`config.mk`:
```
export PLATFORM = sky130hd
export DESIGN_NAME = stepper_trapezoid_step_planner
export DESIGN_NICKNAME = d
export VERILOG_FILES = /design/src/tsp_pkg.sv /design/src/tsp_mul_serial.sv /design/src/tsp_div_serial.sv /design/src/stepper_trapezoid_step_planner.sv
export SDC_FILE = /design/constraint.sdc
export NUM_CORES = 2
export LEC_CHECK = 0
export ABC_CLOCK_PERIOD_IN_PS = 6400
export BUFFER_PORTS_ARGS = -buffer_cell sky130_fd_sc_hd__buf_4
export CELL_PAD_IN_SITES_DETAIL_PLACEMENT = 1
export CELL_PAD_IN_SITES_GLOBAL_PLACEMENT = 1
export CORE_MARGIN = 1
export CORE_UTILIZATION = 44
export CTS_CLUSTER_SIZE = 25
export DETAILED_ROUTE_END_ITERATION = 6
export PLACE_DENSITY_LB_ADDON = 0.1
export SLEW_MARGIN = 10
export SYNTH_ARGS = -nofsm -noshare
export SYNTH_HDL_FRONTEND = slang
export SYNTH_HIERARCHICAL = 1
export SYNTH_SLANG_ARGS = --single-unit
```
`constraint.sdc`:
```
create_clock -name clk -period 6.4 [get_ports clk]
set_clock_uncertainty 0.2 [all_clocks]
set_input_delay 0.96 -clock clk [delete_from_list [all_inputs] [get_ports clk]]
set_output_delay 0.96 -clock clk [all_outputs]
set_load 0.05 [all_outputs]
```
`src/tsp_pkg.sv`:
```
package tsp_pkg;

	// Sequencer states of the step planner.
	typedef enum logic [3:0] {
		S_IDLE,
		S_DIST,
		S_PROG,
		S_MUL,
		S_DIV1,
		S_SPEED,
		S_MODE,
		S_DIV2,
		S_LOW,
		S_POS,
		S_ARR,
		S_DONE
	} tsp_state_t;

	// Register indexes on the configuration port (word address).
	localparam logic [2:0] REG_MIN_RPM    = 3'd0;
	localparam logic [2:0] REG_MAX_RPM    = 3'd1;
	localparam logic [2:0] REG_RAMP_STEPS = 3'd2;
	localparam logic [2:0] REG_STEP_TC    = 3'd3;
	localparam logic [2:0] REG_PULSE_HIGH = 3'd4;
	localparam logic [2:0] REG_MS_ENABLE  = 3'd5;
	localparam logic [2:0] REG_CW_POS     = 3'd6;

	// Register reset values.
	localparam logic [15:0] RST_MIN_RPM    = 16'd160;
	localparam logic [15:0] RST_MAX_RPM    = 16'd9600;
	localparam logic [15:0] RST_RAMP_STEPS = 16'd800;
	localparam logic [23:0] RST_STEP_TC    = 24'd300000;
	localparam logic [15:0] RST_PULSE_HIGH = 16'd2;

	localparam logic [19:0] LOW_TIME_MAX = 20'd1000000;

	// Serial arithmetic sizes.
	localparam int MUL_W      = 16;
	localparam int CNT_W      = 5;
	localparam int DIV_DVD_W  = 28;
	localparam int DIV_DSR_W  = 20;
	localparam logic [CNT_W-1:0] MUL_STEPS  = 5'd16;
	localparam logic [CNT_W-1:0] DIV1_STEPS = 5'd16;
	localparam logic [CNT_W-1:0] DIV2_STEPS = 5'd28;

	// Microstep shift: the step divisor is 1 << shift.
	localparam logic [2:0] SH_FULL      = 3'd0;
	localparam logic [2:0] SH_HALF      = 3'd1;
	localparam logic [2:0] SH_QUARTER   = 3'd2;
	localparam logic [2:0] SH_EIGHTH    = 3'd3;
	localparam logic [2:0] SH_SIXTEENTH = 3'd4;

	// Mode pin codes, ms3 ms2 ms1.
	localparam logic [2:0] MODE_FULL      = 3'b000;
	localparam logic [2:0] MODE_HALF      = 3'b001;
	localparam logic [2:0] MODE_QUARTER   = 3'b010;
	localparam logic [2:0] MODE_EIGHTH    = 3'b011;
	localparam logic [2:0] MODE_SIXTEENTH = 3'b111;

	// Request to the serial divider.
	typedef struct packed {
		logic             start;
		logic [CNT_W-1:0] steps;
	} tsp_div_req_t;

	function automatic logic [2:0] mode_code(input logic [2:0] sh);
		logic [2:0] m;
		case (sh)
			SH_HALF:      m = MODE_HALF;
			SH_QUARTER:   m = MODE_QUARTER;
			SH_EIGHTH:    m = MODE_EIGHTH;
			SH_SIXTEENTH: m = MODE_SIXTEENTH;
			default:      m = MODE_FULL;
		endcase
		return m;
	endfunction

endpackage

```
`src/tsp_mul_serial.sv`:
```
module tsp_mul_serial import tsp_pkg::*; (
	input  logic                 clk,
	input  logic                 arst_n,
	input  logic                 start,
	input  logic [MUL_W-1:0]     a,
	input  logic [MUL_W-1:0]     b,
	output logic [2*MUL_W-1:0]   prod,
	output logic                 done
);

	logic [MUL_W-1:0]   a_q;
	logic [2*MUL_W-1:0] prod_q;
	logic [CNT_W-1:0]   cnt_q;
	logic               busy_q;
	logic               done_q;
	logic [MUL_W:0]     sum;

	// One multiplier bit per cycle: add into the upper half, shift right.
	assign sum = {1'b0, prod_q[2*MUL_W-1:MUL_W]} + (prod_q[0] ? {1'b0, a_q} : '0);

	always_ff @(posedge clk or negedge arst_n) begin
		if (!arst_n) begin
			cnt_q  <= '0;
			busy_q <= 1'b0;
			done_q <= 1'b0;
		end else begin
			done_q <= 1'b0;
			if (start) begin
				cnt_q  <= MUL_STEPS;
				busy_q <= 1'b1;
			end else if (busy_q) begin
				cnt_q <= cnt_q - 1'b1;
				if (cnt_q == 1) begin
					busy_q <= 1'b0;
					done_q <= 1'b1;
				end
			end
		end
	end

	always_ff @(posedge clk) begin
		if (start) begin
			a_q    <= a;
			prod_q <= {{MUL_W{1'b0}}, b};
		end else if (busy_q) begin
			prod_q <= {sum, prod_q[MUL_W-1:1]};
		end
	end

	assign prod = prod_q;
	assign done = done_q;

endmodule

```
`src/tsp_div_serial.sv`:
```
module tsp_div_serial import tsp_pkg::*; (
	input  logic                 clk,
	input  logic                 arst_n,
	input  tsp_div_req_t         req,
	input  logic [DIV_DSR_W-1:0] rem_init,
	input  logic [DIV_DVD_W-1:0] dividend,
	input  logic [DIV_DSR_W-1:0] divisor,
	output logic [DIV_DVD_W-1:0] quotient,
	output logic                 done
);

	logic [DIV_DSR_W-1:0] rem_q;
	logic [DIV_DSR_W-1:0] dsr_q;
	logic [DIV_DVD_W-1:0] dvd_q;
	logic [DIV_DVD_W-1:0] quo_q;
	logic [CNT_W-1:0]     cnt_q;
	logic                 busy_q;
	logic                 done_q;
	logic [DIV_DSR_W:0]   trial;
	logic [DIV_DSR_W+1:0] diff;

	// Restoring division, one quotient bit per cycle. The remainder stays
	// below the divisor, so it fits the divisor width.
	assign trial = {rem_q, dvd_q[DIV_DVD_W-1]};
	assign diff  = {1'b0, trial} - {2'b00, dsr_q};

	always_ff @(posedge clk or negedge arst_n) begin
		if (!arst_n) begin
			cnt_q  <= '0;
			busy_q <= 1'b0;
			done_q <= 1'b0;
		end else begin
			done_q <= 1'b0;
			if (req.start) begin
				cnt_q  <= req.steps;
				busy_q <= 1'b1;
			end else if (busy_q) begin
				cnt_q <= cnt_q - 1'b1;
				if (cnt_q == 1) begin
					busy_q <= 1'b0;
					done_q <= 1'b1;
				end
			end
		end
	end

	always_ff @(posedge clk) begin
		if (req.start) begin
			rem_q <= rem_init;
			dsr_q <= divisor;
			dvd_q <= dividend;
			quo_q <= '0;
		end else if (busy_q) begin
			dvd_q <= {dvd_q[DIV_DVD_W-2:0], 1'b0};
			if (!diff[DIV_DSR_W+1]) begin
				rem_q <= diff[DIV_DSR_W-1:0];
				quo_q <= {quo_q[DIV_DVD_W-2:0], 1'b1};
			end else begin
				rem_q <= trial[DIV_DSR_W-1:0];
				quo_q <= {quo_q[DIV_DVD_W-2:0], 1'b0};
			end
		end
	end

	assign quotient = quo_q;
	assign done     = done_q;

endmodule

```
`src/stepper_trapezoid_step_planner.sv`:
```
// Each item runs in order: distance and ramp length, then on a ramp the serial multiplier
// and a first division on the shared divider, then the speed, the microstep mode, a second
// division for the low time, the new position and the arrival check. A preset or an already
// arrived item goes straight to the result. One item at a time; a step at zero speed skips
// the second division. A result still waiting at the output holds back the next one and stalls input.
// Reset (arst_n low, asynchronous) clears the position, selects positive direction and full step.
module stepper_trapezoid_step_planner import tsp_pkg::*; #(
	parameter int unsigned SIXTEENTH_LIMIT = 960,
	parameter int unsigned EIGHTH_LIMIT    = 1920,
	parameter int unsigned QUARTER_LIMIT   = 3840,
	parameter int unsigned HALF_LIMIT      = 7680
) (
	input  logic        clk,
	input  logic        arst_n,
	input  logic        psel,
	input  logic        penable,
	input  logic        pwrite,
	input  logic [4:0]  paddr,
	input  logic [31:0] pwdata,
	output logic [31:0] prdata,
	output logic        pready,
	input  logic        s_tvalid,
	output logic        s_tready,
	// start_position [23:0], target_position [47:24], preset_value [71:48]
	input  logic [71:0] s_tdata,
	// preset [0]
	input  logic [0:0]  s_tuser,
	output logic        m_tvalid,
	input  logic        m_tready,
	// dir_level [0], mode_pins [3:1], low_time_us [23:4], speed_rpm [39:24],
	// new_position [63:40]
	output logic [63:0] m_tdata,
	// step_made [0]
	output logic [0:0]  m_tuser,
	// arrived
	output logic        m_tlast
);

	tsp_state_t state_q, state_nx;

	// Configuration registers.
	logic [15:0] min_rpm_q, max_rpm_q, ramp_steps_q, pulse_high_q;
	logic [23:0] stc_q;
	logic        ms_en_q, cw_pos_q;
	logic [2:0]  reg_idx;
	logic        cfg_wr;

	// Planner state.
	logic signed [23:0] pos_q;
	logic               dir_q;
	logic [2:0]         div_sh_q;

	// Item registers.
	logic signed [23:0] s_q, t_q, pv_q;
	logic               preset_q;
	logic               pos_dir_q;
	logic [15:0]        ramp_q;
	logic               diff_neg_q;
	logic [15:0]        speed_q;
	logic signed [23:0] res_pos_q;
	logic [19:0]        res_low_q;
	logic               res_step_q, res_arr_q;

	logic        m_tvalid_q, m_tlast_q;
	logic [63:0] m_tdata_q;
	logic [0:0]  m_tuser_q;

	// Control outputs.
	logic in_take, out_load, mul_start;
	tsp_div_req_t         div_req;
	logic [DIV_DSR_W-1:0] div_rem_init, div_divisor;
	logic [DIV_DVD_W-1:0] div_dividend, div_quo;
	logic                 div_done, mul_done;
	logic [2*MUL_W-1:0]   mul_prod;

	// Distance and ramp length.
	logic               pos_dir, arr_now, dist_small;
	logic signed [24:0] st_diff;
	logic [23:0]        move_len;
	logic [15:0]        ramp;

	// Ramp progress.
	logic signed [25:0] s_x, t_x, p_x, r_x, pr1, pr2, prog_raw;
	logic               c1, c2, use_ramp, diff_neg;
	logic [15:0]        prog, diff_mag;

	// Speed, mode, low time, step.
	logic [2:0]  new_sh;
	logic [28:0] q_sub;
	logic [27:0] q_low;
	logic [4:0]  delta;

	assign pready  = 1'b1;
	assign reg_idx = paddr[4:2];
	assign cfg_wr  = psel && penable && pwrite && pready;

	always_ff @(posedge clk or negedge arst_n) begin
		if (!arst_n) begin
			min_rpm_q    <= RST_MIN_RPM;
			max_rpm_q    <= RST_MAX_RPM;
			ramp_steps_q <= RST_RAMP_STEPS;
			stc_q        <= RST_STEP_TC;
			pulse_high_q <= RST_PULSE_HIGH;
			ms_en_q      <= 1'b1;
			cw_pos_q     <= 1'b1;
		end else if (cfg_wr) begin
			case (reg_idx)
				REG_MIN_RPM:    min_rpm_q    <= pwdata[15:0];
				REG_MAX_RPM:    max_rpm_q    <= pwdata[15:0];
				REG_RAMP_STEPS: ramp_steps_q <= pwdata[15:0];
				REG_STEP_TC:    stc_q        <= pwdata[23:0];
				REG_PULSE_HIGH: pulse_high_q <= pwdata[15:0];
				REG_MS_ENABLE:  ms_en_q      <= pwdata[0];
				REG_CW_POS:     cw_pos_q     <= pwdata[0];
				default: ;
			endcase
		end
	end

	always_comb begin
		case (reg_idx)
			REG_MIN_RPM:    prdata = {16'd0, min_rpm_q};
			REG_MAX_RPM:    prdata = {16'd0, max_rpm_q};
			REG_RAMP_STEPS: prdata = {16'd0, ramp_steps_q};
			REG_STEP_TC:    prdata = {8'd0, stc_q};
			REG_PULSE_HIGH: prdata = {16'd0, pulse_high_q};
			REG_MS_ENABLE:  prdata = {31'd0, ms_en_q};
			REG_CW_POS:     prdata = {31'd0, cw_pos_q};
			default:        prdata = 32'd0;
		endcase
	end

	// Move direction, arrival before stepping, and ramp length.
	always_comb begin
		pos_dir    = s_q < t_q;
		arr_now    = pos_dir ? (pos_q >= t_q) : (pos_q <= t_q);
		st_diff    = pos_dir ? ({t_q[23], t_q} - {s_q[23], s_q})
		                     : ({s_q[23], s_q} - {t_q[23], t_q});
		move_len   = st_diff[23:0];
		dist_small = move_len < {7'd0, ramp_steps_q, 1'b0};
		ramp       = dist_small ? move_len[16:1] : ramp_steps_q;
	end

	// Ramp progress, measured from whichever end of the move is near.
	always_comb begin
		s_x = {{2{s_q[23]}}, s_q};
		t_x = {{2{t_q[23]}}, t_q};
		p_x = {{2{pos_q[23]}}, pos_q};
		r_x = {10'd0, ramp_q};
		if (pos_dir_q) begin
			c1  = p_x < s_x + r_x;
			c2  = p_x > t_x - r_x;
			pr1 = p_x - s_x;
			pr2 = t_x - p_x;
		end else begin
			c1  = p_x > s_x - r_x;
			c2  = p_x < t_x + r_x;
			pr1 = s_x - p_x;
			pr2 = p_x - t_x;
		end
		prog_raw = c1 ? pr1 : pr2;
		// Progress stays below the ramp length, so 16 bits hold it.
		prog     = prog_raw[25] ? 16'd0 : prog_raw[15:0];
		use_ramp = (c1 || c2) && (ramp_steps_q != 16'd0);
		diff_neg = min_rpm_q > max_rpm_q;
		diff_mag = diff_neg ? (min_rpm_q - max_rpm_q) : (max_rpm_q - min_rpm_q);
	end

	// Microstep selection from the speed of this step.
	always_comb begin
		priority if (!ms_en_q)                           new_sh = SH_FULL;
		else if (speed_q <= 16'(SIXTEENTH_LIMIT))        new_sh = SH_SIXTEENTH;
		else if (speed_q <= 16'(EIGHTH_LIMIT))           new_sh = SH_EIGHTH;
		else if (speed_q <= 16'(QUARTER_LIMIT))          new_sh = SH_QUARTER;
		else if (speed_q <= 16'(HALF_LIMIT))             new_sh = SH_HALF;
		else                                             new_sh = SH_FULL;
	end

	assign q_sub = {1'b0, div_quo} - {13'd0, pulse_high_q};
	assign q_low = q_sub[28] ? 28'd0 : q_sub[27:0];
	assign delta = 5'd16 >> div_sh_q;

	// Next state.
	always_comb begin
		state_nx = state_q;
		unique case (state_q)
			S_IDLE:  if (s_tvalid) state_nx = S_DIST;
			S_DIST:  state_nx = (preset_q || arr_now) ? S_DONE : S_PROG;
			S_PROG:  state_nx = use_ramp ? S_MUL : S_MODE;
			S_MUL:   if (mul_done) state_nx = S_DIV1;
			S_DIV1:  if (div_done) state_nx = S_SPEED;
			S_SPEED: state_nx = S_MODE;
			S_MODE:  state_nx = (speed_q == 16'd0) ? S_POS : S_DIV2;
			S_DIV2:  if (div_done) state_nx = S_LOW;
			S_LOW:   state_nx = S_POS;
			S_POS:   state_nx = S_ARR;
			S_ARR:   state_nx = S_DONE;
			S_DONE:  if (!m_tvalid_q || m_tready) state_nx = S_IDLE;
			default: state_nx = S_IDLE;
		endcase
	end

	// Control outputs and the operands of the shared divider.
	always_comb begin
		s_tready  = (state_q == S_IDLE);
		in_take   = s_tready && s_tvalid;
		out_load  = (state_q == S_DONE) && (!m_tvalid_q || m_tready);
		mul_start = (state_q == S_PROG) && use_ramp;
		div_req.start = ((state_q == S_MUL) && mul_done) ||
		                ((state_q == S_MODE) && (speed_q != 16'd0));
		if (state_q == S_MUL) begin
			// The product is below ramp_steps * 2^16, so its upper half
			// is a valid starting remainder and 16 steps suffice.
			div_req.steps = DIV1_STEPS;
			div_rem_init  = {4'd0, mul_prod[31:16]};
			div_dividend  = {mul_prod[15:0], 12'd0};
			div_divisor   = {4'd0, ramp_steps_q};
		end else begin
			div_req.steps = DIV2_STEPS;
			div_rem_init  = '0;
			div_dividend  = {stc_q, 4'd0};
			div_divisor   = {4'd0, speed_q} << new_sh;
		end
	end

	always_ff @(posedge clk or negedge arst_n) begin
		if (!arst_n) begin
			state_q    <= S_IDLE;
			pos_q      <= '0;
			dir_q      <= 1'b1;
			div_sh_q   <= SH_FULL;
			m_tvalid_q <= 1'b0;
		end else begin
			state_q <= state_nx;
			if (state_q == S_MODE) begin
				dir_q    <= pos_dir_q;
				div_sh_q <= new_sh;
			end
			if (out_load) begin
				pos_q      <= res_pos_q;
				m_tvalid_q <= 1'b1;
			end else if (m_tready) begin
				m_tvalid_q <= 1'b0;
			end
		end
	end

	always_ff @(posedge clk) begin
		if (in_take) begin
			s_q      <= s_tdata[23:0];
			t_q      <= s_tdata[47:24];
			pv_q     <= s_tdata[71:48];
			preset_q <= s_tuser[0];
		end
		unique case (state_q)
			S_DIST: begin
				pos_dir_q  <= pos_dir;
				ramp_q     <= ramp;
				res_step_q <= 1'b0;
				res_low_q  <= '0;
				speed_q    <= '0;
				res_pos_q  <= preset_q ? pv_q : pos_q;
				res_arr_q  <= !preset_q;
			end
			S_PROG: begin
				diff_neg_q <= diff_neg;
				if (!use_ramp) speed_q <= max_rpm_q;
			end
			S_SPEED: begin
				speed_q <= diff_neg_q ? (min_rpm_q - div_quo[15:0])
				                      : (min_rpm_q + div_quo[15:0]);
			end
			S_MODE: begin
				if (speed_q == 16'd0) res_low_q <= LOW_TIME_MAX;
			end
			S_LOW: begin
				res_low_q <= (q_low > {8'd0, LOW_TIME_MAX}) ? LOW_TIME_MAX : q_low[19:0];
			end
			S_POS: begin
				res_step_q <= 1'b1;
				res_pos_q  <= pos_dir_q ? (pos_q + {19'd0, delta}) : (pos_q - {19'd0, delta});
			end
			S_ARR: begin
				res_arr_q <= pos_dir_q ? (res_pos_q >= t_q) : (res_pos_q <= t_q);
			end
			default: ;
		endcase
		if (out_load) begin
			m_tdata_q <= {res_pos_q, res_step_q ? speed_q : 16'd0, res_low_q,
			              mode_code(div_sh_q), dir_q == cw_pos_q};
			m_tuser_q <= res_step_q;
			m_tlast_q <= res_arr_q;
		end
	end

	assign m_tvalid = m_tvalid_q;
	assign m_tdata  = m_tdata_q;
	assign m_tuser  = m_tuser_q;
	assign m_tlast  = m_tlast_q;

	tsp_mul_serial u_mul (
		.clk    (clk),
		.arst_n (arst_n),
		.start  (mul_start),
		.a      (diff_mag),
		.b      (prog),
		.prod   (mul_prod),
		.done   (mul_done)
	);

	tsp_div_serial u_div (
		.clk      (clk),
		.arst_n   (arst_n),
		.req      (div_req),
		.rem_init (div_rem_init),
		.dividend (div_dividend),
		.divisor  (div_divisor),
		.quotient (div_quo),
		.done     (div_done)
	);

endmodule

```
==> impl_results.md <==
- LEAKAGE: 20.0 nW
- Drt wl/cell: 25.1 um
- Status: complete, no violations
- Pwr Density: 196 mW/mm^2
- IO Port Bufs: 198
- Startpoint type of the worst setup path: register
- Worst hold slack: 0.0679 ns
- Ports: 218
- Final setup violation count: 0
- Max Cap Viol: 0
- Slew Limit Headroom: 24.8%
- CTS Buffer Depth: 3
- CP required: 6.65 ns
- Filler cells: 10300
- Initial drt markers: 3113
- Clock transition at path regs: 0.06 ns
- R2R depth: 28
- Crit Reg-Reg Startpoint: s_q[0]$_DFFE_PP_
- Starting density of the core: 44.7%
- Final period utilization: 99.6%
- # rows: 110
- Hold Vio Cnt, Final: 0
- Placeable Area: 0.0904 sq mm
- Slew @ Worst Pin: 1.12 ns
- Number of synthesized flops with an enable pin: 319
- First-pass GRT wire length: 222000 um
- Die height: 305 um
- Antenna-violating nets left: 0
- Vias in the first global route: 35100
- Most frequent cells in the layout: 468 x ha_1, 394 x buf_4, 392 x nand2_1
- FF/Latch Area: 0.0139 sq mm
- Reg2reg setup slack: 0.02 ns
- Share of layout cells above drive strength 1: 16.2%
- Worst setup EP type: register
- Grt total ovfl: 0
- Area Overhead vs Synth: 15.8%
- WL final: 147000 um
- Clock Latency Late Sink: 0.70 ns
- Die area: 0.0930 sq mm
- DR vias/cell: 5.97
- Max frequency: 0.157 GHz
- Critical path class: register to register
- Synth async-reset ratio: 27.4%
- Slew Limit Fails: 0
- Post-Synthesis Cells: 4341
- Clk root buf: clkbuf_16
- Most common cell after layout, fill and taps aside: ha_1
- Tot GR Track Use: 31.1%
- Post-Syn Area: 0.0404 sq mm
- CTS Sinks: 500
- TritonCTS Buffers: 61
- Syn. warnings: 6
- Final min period: 6.38 ns
- Worst EP arrival: 6.62 ns
- H-tree depth: 2
- Slowest CP cell: edfxtp_1
- Max VDD drop: 0.216 mV
- Drt drc: 0
- Seq/Total Area, Yosys: 34.4%
- Routed vias: 35000
- Post-synthesis cell type count: 106
- Largest stage delay on the critical path: 0.42 ns
- Die W: 305 um
- DPL Wire Length: 115000 um
- DRT Pass-1 Iters: 5
- Area of the multi-input gates: 0.0250 sq mm
- RSZ-0062 raised after global routing: true
- Seq cells post-synth: 500
- Min-delay worst type: primary input to async pin
- Reg2reg end: u_mul/prod[1]$_DFFE_PP_
- Critical Path Fanout Max: 5
- CTS tree: built
- Synth Flop Type: edfxtp_1
- Setup TNS: 0 ns
- Final nets: 5244
- Synthesized area per cell: 9.30 sq um
- Pin count of the biggest net entering global routing: 67
- Initial antenna violation count: 3
- Routability Congestion: 0.962
power breakdown:
group	leakage (nW)	switching [W]	internal, W
clock network	1.02	0.00152	0.00214
registers	4.48	0.000193	0.00361
logic	14.5	0.00108	0.000640
total	20.0	0.00280	0.00639
area by class of cell:
class / count / share of cell area (%)
well taps: 1176 / 3.15
inverters: 277 / 2.25
clock buffers: 89 / 3.82
multi-input cells: 3392 / 53.5
diodes: 1 / 0.00535
repair buffers: 408 / 6.81
flip-flops and latches: 500 / 29.8
clock inverters: 27 / 0.669
logic make-up after synthesis:
group / synth area share (%)
AOI/OAI and AO/OA: 19.2
xor gates and xnor gates: 5.23
adders and majority gates: 15.4
buffers and inverters: 4.84
DFF: 34.4
muxes: 6.02
other: 0.0186
and+or+nand+nor: 14.9
how the worst max path moves through the flow:
stage,from,end
after floorplan,s_q[0]$_DFFE_PP_,u_mul/prod[10]$_DFFE_PP_
after CTS,ramp_q[0]$_DFFE_PP_,u_mul/prod[28]$_SDFFE_PP0P_
after detailed placement,s_q[0]$_DFFE_PP_,u_mul/prod[5]$_DFFE_PP_
after global routing,s_q[0]$_DFFE_PP_,u_mul/prod[1]$_DFFE_PP_
final,s_q[0]$_DFFE_PP_,u_mul/prod[1]$_DFFE_PP_
after global placement,s_q[0]$_DFFE_PP_,u_mul/prod[28]$_SDFFE_PP0P_
stage by stage:
stage | utilization, % | std cells | total power (W) | cell area (sq um) | setup WS, ns
6_report | 51.7 | 5870 | 0.00919 | 46800 | 0.0239
5_1_grt | 51.7 | 5869 | 0.00951 | 46800 | -0.226
4_1_cts | 51.3 | 5855 | 0.00922 | 46300 | 0.00923
3_5_place_dp | 48.8 | 5734 | 0.00554 | 44100 | -0.383
3_3_place_gp | 48.8 | 5734 | 0.00551 | 44100 | -0.297
2_1_floorplan | - | 4363 | 0.00487 | 40500 | 0.0651
critical path, delay by kind of cell (launching register included):
kind	cells	cell delay, ns
flops	1	0.42
compound gates	13	2.68
simple gates	3	0.52
buf+inv	7	0.92
fa+ha+maj	3	0.82
mux	2	0.55
routing by layer:
layer,wire length (um),GRT usage (%),up-vias
li1,-,-,16400
met1,70400,46.2,17400
met2,63700,47.1,1073
met3,9320,4.10,186
met4,3780,7.89,2
met5,8,0,-
state kept, by name, summed over array words and instances, names as in the netlist, 24 cells and up:
register and cells:
m_tdata 64, u_mul/prod 32, u_div/dvd_q 28, u_div/quotient 28, pos_q 24, pv_q 24, res_pos_q 24, s_q 24
stc_q 24, t_q 24
cells in the mapped netlist (50+ instances only):
cell type | instances | area (sq um)
ha_1 | 470 | 5880
nand4_1 | 50 | 313
mux2_2 | 95 | 1070
a21oi_1 | 299 | 1500
nand2b_1 | 55 | 344
mux2i_1 | 119 | 1190
edfxtp_1 | 319 | 9580
o21ai_0 | 281 | 1410
nor2b_1 | 75 | 469
dfrtp_1 | 116 | 2900
nor2_1 | 260 | 976
a21o_1 | 154 | 1160
nor3_1 | 91 | 455
clkbuf_1 | 139 | 522
a211oi_1 | 56 | 420
inv_1 | 272 | 1020
and2_1 | 69 | 432
nand3_1 | 73 | 365
xnor2_1 | 181 | 1590
nand2_1 | 393 | 1480
xor2_1 | 60 | 526
timing repair:
| action | CTS | global route |
|---|---|---|
| pin swaps | 8 | 45 |
| endpoints found under the setup margin | 104 | 104 |
| cloned | 0 | 3 |
| setup buffers | 5 | 12 |
| resized for setup | 23 | 72 |
| hold buffers | 0 | 0 |
Power figures use the tool's default switching activity.
